## src/sv/lpi_pkg.sv

```systemverilog
// Shared types and constants for the line pair intersection block.
// No dependencies.
package lpi_pkg;

  localparam int unsigned QBITS = 24;  // width of cross_x / cross_y

  localparam logic [1:0] ST_OK       = 2'd0;
  localparam logic [1:0] ST_PARALLEL = 2'd1;
  localparam logic [1:0] ST_SHALLOW  = 2'd2;

  localparam logic signed [QBITS-1:0] OUT_MAX = {1'b0, {(QBITS-1){1'b1}}};
  localparam logic signed [QBITS-1:0] OUT_MIN = {1'b1, {(QBITS-1){1'b0}}};

  // Control word that travels alongside each request through the divider chain.
  typedef struct packed {
    logic       vld;
    logic [1:0] status;
    logic       neg_x;
    logic       neg_y;
    logic       ovf_x;
    logic       ovf_y;
  } ctl_t;

endpackage

```

## src/sv/lpi_div_cell.sv

```systemverilog
// One restoring-division cell: settles one quotient bit for x and for y.
// Depends on lpi_pkg.
module lpi_div_cell #(
  parameter int unsigned RW = 64,
  parameter int unsigned PW = 26,
  parameter int unsigned SH = 0
) (
  input  logic                        clk_i,
  input  logic                        rst_ni,
  input  logic                        en_i,
  input  lpi_pkg::ctl_t               ctl_i,
  input  logic [RW-1:0]               rx_i,
  input  logic [RW-1:0]               ry_i,
  input  logic [PW-1:0]               dmag_i,
  input  logic [lpi_pkg::QBITS-1:0]   qx_i,
  input  logic [lpi_pkg::QBITS-1:0]   qy_i,
  output lpi_pkg::ctl_t               ctl_o,
  output logic [RW-1:0]               rx_o,
  output logic [RW-1:0]               ry_o,
  output logic [PW-1:0]               dmag_o,
  output logic [lpi_pkg::QBITS-1:0]   qx_o,
  output logic [lpi_pkg::QBITS-1:0]   qy_o
);

  logic [RW-1:0] sub;
  logic take_x, take_y;
  logic [lpi_pkg::QBITS-1:0] qx_d, qy_d;
  lpi_pkg::ctl_t ctl_q;
  logic [RW-1:0] rx_q, ry_q;
  logic [PW-1:0] dmag_q;
  logic [lpi_pkg::QBITS-1:0] qx_q, qy_q;

  assign sub    = RW'(dmag_i) << SH;
  assign take_x = rx_i >= sub;
  assign take_y = ry_i >= sub;

  always_comb begin
    qx_d     = qx_i;
    qy_d     = qy_i;
    qx_d[SH] = take_x;
    qy_d[SH] = take_y;
  end

  always_ff @(posedge clk_i or negedge rst_ni) begin
    if (!rst_ni) begin
      ctl_q <= '0;
    end else if (en_i) begin
      ctl_q <= ctl_i;
    end
  end

  always_ff @(posedge clk_i) begin
    if (en_i) begin
      rx_q   <= take_x ? rx_i - sub : rx_i;
      ry_q   <= take_y ? ry_i - sub : ry_i;
      dmag_q <= dmag_i;
      qx_q   <= qx_d;
      qy_q   <= qy_d;
    end
  end

  assign ctl_o  = ctl_q;
  assign rx_o   = rx_q;
  assign ry_o   = ry_q;
  assign dmag_o = dmag_q;
  assign qx_o   = qx_q;
  assign qy_o   = qy_q;

endmodule

```

## config.mk

```make
export PLATFORM = sky130hd
export DESIGN_NAME = lpi_div_cell
export DESIGN_NICKNAME = d
export VERILOG_FILES = /design/src/sv/lpi_pkg.sv /design/src/sv/lpi_div_cell.sv
export SDC_FILE = /design/constraint.sdc
export NUM_CORES = 1
export LEC_CHECK = 0
export BUFFER_PORTS_ARGS = -buffer_cell sky130_fd_sc_hd__buf_4
export CAP_MARGIN = 0
export CORE_ASPECT_RATIO = 0.7
export CORE_MARGIN = 10
export CORE_UTILIZATION = 24
export CTS_CLUSTER_DIAMETER = 50
export DETAILED_ROUTE_END_ITERATION = 10
export PLACE_DENSITY = 0.5
export SLEW_MARGIN = 10
export SYNTH_ARGS = -nofsm -noshare
export SYNTH_HDL_FRONTEND = slang
export SYNTH_SLANG_ARGS = --single-unit
```

## constraint.sdc

```tcl
create_clock -name clk_i -period 2 [get_ports clk_i]
set_input_delay 0.2 -clock clk_i [delete_from_list [all_inputs] [get_ports clk_i]]
set_output_delay 0.2 -clock clk_i [all_outputs]
set_load 0.005 [all_outputs]
```

==> impl_metrics.py <==
metrics = {
    "outcome": {
        "status": "complete, but fails checks",
        "failed_checks": "setup timing",
    },
    "yosys": {
        "avgSynthCellArea_sq_um": 10.8,
        "netlist_area_sq_um": 12200,
        "synthesis.nets": 1401,
        "synthDistinctLibCells": 78,
        "synth-seq-cells": 209,
        "synthesis.instances": 1135,
        "async_reset_ff_frac": 0.0335,
        "synth_warnings": 0,
        "seq_area_frac_synth": 0.510,
        "synth_edf_count": 202,
        "synth_ff_type": "edfxtp_1",
    },
    "job": {
        "max_cap_violations": 0,
    },
    "grt": {
        "antenna_found_initial": 12,
        "grt_pass1_wl_microns": 89200,
        "grtUsageTotal": 0.190,
        "grt_pass1_vias": 14071,
        "grt_start_max_net_pins": 54,
        "grt_overflow_total": 0,
    },
    "sta": {
        "fin_setup_tns_ns": -47.52,
        "slew_viol_final": 0,
        "min_period_over_period": 1.27,
        "rsz0062_at_grt": "yes",
        "post-route-worst-setup-slack_ns": -0.535,
        "skew_ns": 0,
        "fmax_ghz": 0.394,
        "period_needed_ns": 2.54,
        "setup_viol": 130,
        "final-hold-violation-count": 0,
        "max-slew-margin-rel": 0.491,
        "tightestPinTransition_ns": 0.757,
    },
    "worst_setup_path": {
        "slowest_delay_ns": 0.56,
        "crit_chain": "buf_8, ha_4, fa_2, nor2b_4, o31ai_4, buf_6, a221oi_4, o31a_1, buf_4, nor2_4, or4b_4, xnor2_2",
        "cp.arrival_ns": 2.82,
        "slowest_stage": "or4b_4",
        "critPathKind": "in -> reg",
        "cp.required_ns": 2.28,
        "crit_path_max_fanout": 4,
        "cp_num_buf_inv": 3,
        "cp-start-kind": "primary input",
        "crit_path_end_kind": "register",
        "crit_family": "simple AND/OR/NAND/NOR gates",
    },
    "layout": {
        "final_core_util": 0.496,
        "drive_above_1_share": 0.586,
        "syn_to_final_growth_pct": 105,
        "fin_nets": 2427,
    },
    "clock_tree": {
        "clkSlewWorstSetupHoldPaths_ns": 0.05,
        "cts-root-buf": "clkbuf_16",
        "cts_tree": "built",
        "cts_buffers": 34,
        "clockBufferDepth": 3,
        "clk_latency_ns": 0.53,
        "cts_htree_levels": 2,
        "cts_sinks": 209,
    },
    "routing": {
        "route.detailed.drc": 0,
        "num_vias": 13543,
        "ant_nets": 0,
        "wl_microns": 60900,
        "routedWlPerCell_microns": 21.3,
        "drt_iter0_drc": 785,
        "first_pass_iters": 5,
        "vias_per_cell": 4.73,
    },
    "floorplan": {
        "die-area_sq_um": 60500,
        "num_io_pins": 421,
        "rows": 69,
        "initial_core_util": 0.242,
        "coreArea_sq_um": 50600,
        "die_height_microns": 209,
        "die_x_microns": 290,
    },
    "placed_design": {
        "dpl.hpwl_microns": 46000,
        "portBuffers": 418,
        "place.gp.congestion": 0.923,
    },
    "pwr": {
        "pwr_density_cell_nw_per_um2": 650,
        "p_leak_nw": 10.4,
        "worst_ir_drop_vdd_v": 0.000553,
    },
    "min_path": {
        "hp-class": "in -> reg",
    },
}
-- cell usage in the layout (no fill, tap or decap), types with 14 or more instances in the layout --
cell / Yosys / final
buf_4: 1 / 829
edfxtp_1: 202 / 202
dlygate4sd3_1: 0 / 109
xor2_1: 80 / 75
nand2_1: 79 / 61
nor2_1: 84 / 57
a21oi_1: 74 / 46
buf_6: 2 / 42
clkbuf_16: 0 / 36
xnor2_1: 32 / 31
o21ai_0: 61 / 30
ha_4: 0 / 30
inv_1: 46 / 28
buf_12: 0 / 28
nor4_4: 1 / 27
a21oi_2: 0 / 26
ha_1: 52 / 22
nor2_4: 1 / 20
o21ai_2: 2 / 19
nand3_1: 22 / 19
nor3_1: 43 / 19
or3_1: 21 / 18
nor3_4: 0 / 15
nand4_1: 14 / 14
or4_1: 16 / 14
a21o_1: 14 / 14
-- through the flow --
| stage | worst slack (ns) | instances | hold WS (ns) | area [sq um] | total power [W] |
|---|---|---|---|---|---|
| 2_1_floorplan | -0.722 | 1135 | -0.0956 | 12700 | 0.00680 |
| 3_3_place_gp | -1.33 | 2624 | 0.0153 | 19900 | 0.00935 |
| 4_1_cts | -0.435 | 2841 | 0.00126 | 24400 | 0.0163 |
| 6_report | -0.535 | 2865 | 0.0269 | 25100 | 0.0163 |
| 5_1_grt | -0.608 | 2862 | 0.00768 | 25100 | 0.0170 |
| 3_5_place_dp | -1.35 | 2624 | 0.0179 | 19900 | 0.00936 |
-- routing by layer --
layer  wire length [microns]  up-vias  global-route usage  part of all wire
li1                        -     6409                   -                 -
met1                   27500     6630               0.254              0.45
met2                   27500      406               0.294              0.45
met3                    4560       86              0.0559             0.075
met4                    1350       12              0.0542             0.022
met5                      66        -                   0            0.0011
-- power breakdown --
group	internal [W]	total [W]	switching, W
Clock	0.00401	0.00629	0.00228
Combinational	0.00246	0.00451	0.00205
Sequential	0.00535	0.00553	0.000175
Total	0.0118	0.0163	0.00450
-- registers in the layout, summed over array words and instances (netlist names) --
name and count:
rx_o 64, ry_o 64, dmag_o 26, qx_o 24
qy_o 24, ctl_o 7
-- tightest hold or removal path: cells and delay by family --
kind	cells	cell delay, ns
AO/OA/AOI/OAI	1	0.09
buffers and inverters	1	0.11
AND/OR/NAND/NOR	1	0.04
-- cells in the mapped netlist (all sizes together), types with 3 or more instances --
cell type / number / area share
nor3: 43 / 0.018
o21ai: 64 / 0.027
nor3b: 5 / 0.0031
o211a: 3 / 0.0025
xor2: 80 / 0.057
nor4b: 10 / 0.0072
clkbuf: 33 / 0.011
xnor2: 32 / 0.023
buf: 8 / 0.0045
o21a: 11 / 0.0068
inv: 48 / 0.015
edfxtp: 202 / 0.50
nand2b: 8 / 0.0041
o21bai: 10 / 0.0061
a21o: 14 / 0.0086
a31oi: 13 / 0.0066
nor2: 86 / 0.027
or3: 25 / 0.013
nand4b: 6 / 0.0043
o2111ai: 8 / 0.0057
a2111oi: 7 / 0.0055
mux2: 8 / 0.0074
a31o: 4 / 0.0029
nand3: 23 / 0.0098
and2: 7 / 0.0036
a211oi: 12 / 0.0074
or4: 18 / 0.012
o31ai: 8 / 0.0049
ha: 52 / 0.053
o211ai: 7 / 0.0047
nor4: 37 / 0.022
a21oi: 74 / 0.030
and3: 14 / 0.0072
o31a: 3 / 0.0021
dfrtp: 7 / 0.014
and4: 6 / 0.0043
or2: 7 / 0.0036
nor2b: 10 / 0.0051
nand4: 14 / 0.0072
nand2: 79 / 0.024
-- layout make-up --
cell class                      count  area (sq um)
Fill cell                        4534         25500
Timing Repair Buffer             1030          8790
Multi-Input combinational cell    838          7800
Sequential cell                   209          6240
Clock buffer                       41           898
Tap cell                          674           843
Clock inverter                     19           270
Inverter                           48           243
Antenna cell                        6          15.0
-- timing repair --
item                                    in CTS  in global routing
hold buffers                               109                  0
endpoints found under the setup margin     130                130
cloned                                      14                  1
hold endpoints to repair                   123                  0
pin swaps                                   75                 80
resized for setup                          336                128
setup buffers                               34                 28
-- cell families after synthesis --
| family | count (synthesis) | synth area share |
|---|---|---|
| and+or+nand+nor | 403 | 0.178 |
| AOI/OAI and AO/OA | 259 | 0.137 |
| DFF | 209 | 0.510 |
| xor gates and xnor gates | 112 | 0.0802 |
| buffers and inverters | 89 | 0.0300 |
| adders and majority gates | 54 | 0.0565 |
| muxes | 9 | 0.00818 |
-- worst paths after layout --
check | slack [ns] | start | end | cells past startpoint
max | -0.54 | dmag_i[0] | rx_o[39]$_DFFE_PP_ | 12
min | 0.03 | rx_i[3] | rx_o[3]$_DFFE_PP_ | 3
max reg2reg | 1.23 | ctl_o[4]$_DFFE_PN0P_ | ctl_o[4]$_DFFE_PN0P_ | 1
min reg2reg | 0.51 | ctl_o[1]$_DFFE_PN0P_ | ctl_o[1]$_DFFE_PN0P_ | 1
max in group asynchronous | 1.08 | rst_ni | ctl_o[2]$_DFFE_PN0P_ | 3
min in group asynchronous | 0.66 | rst_ni | ctl_o[1]$_DFFE_PN0P_ | 3
Power figures use the tool's default switching activity.
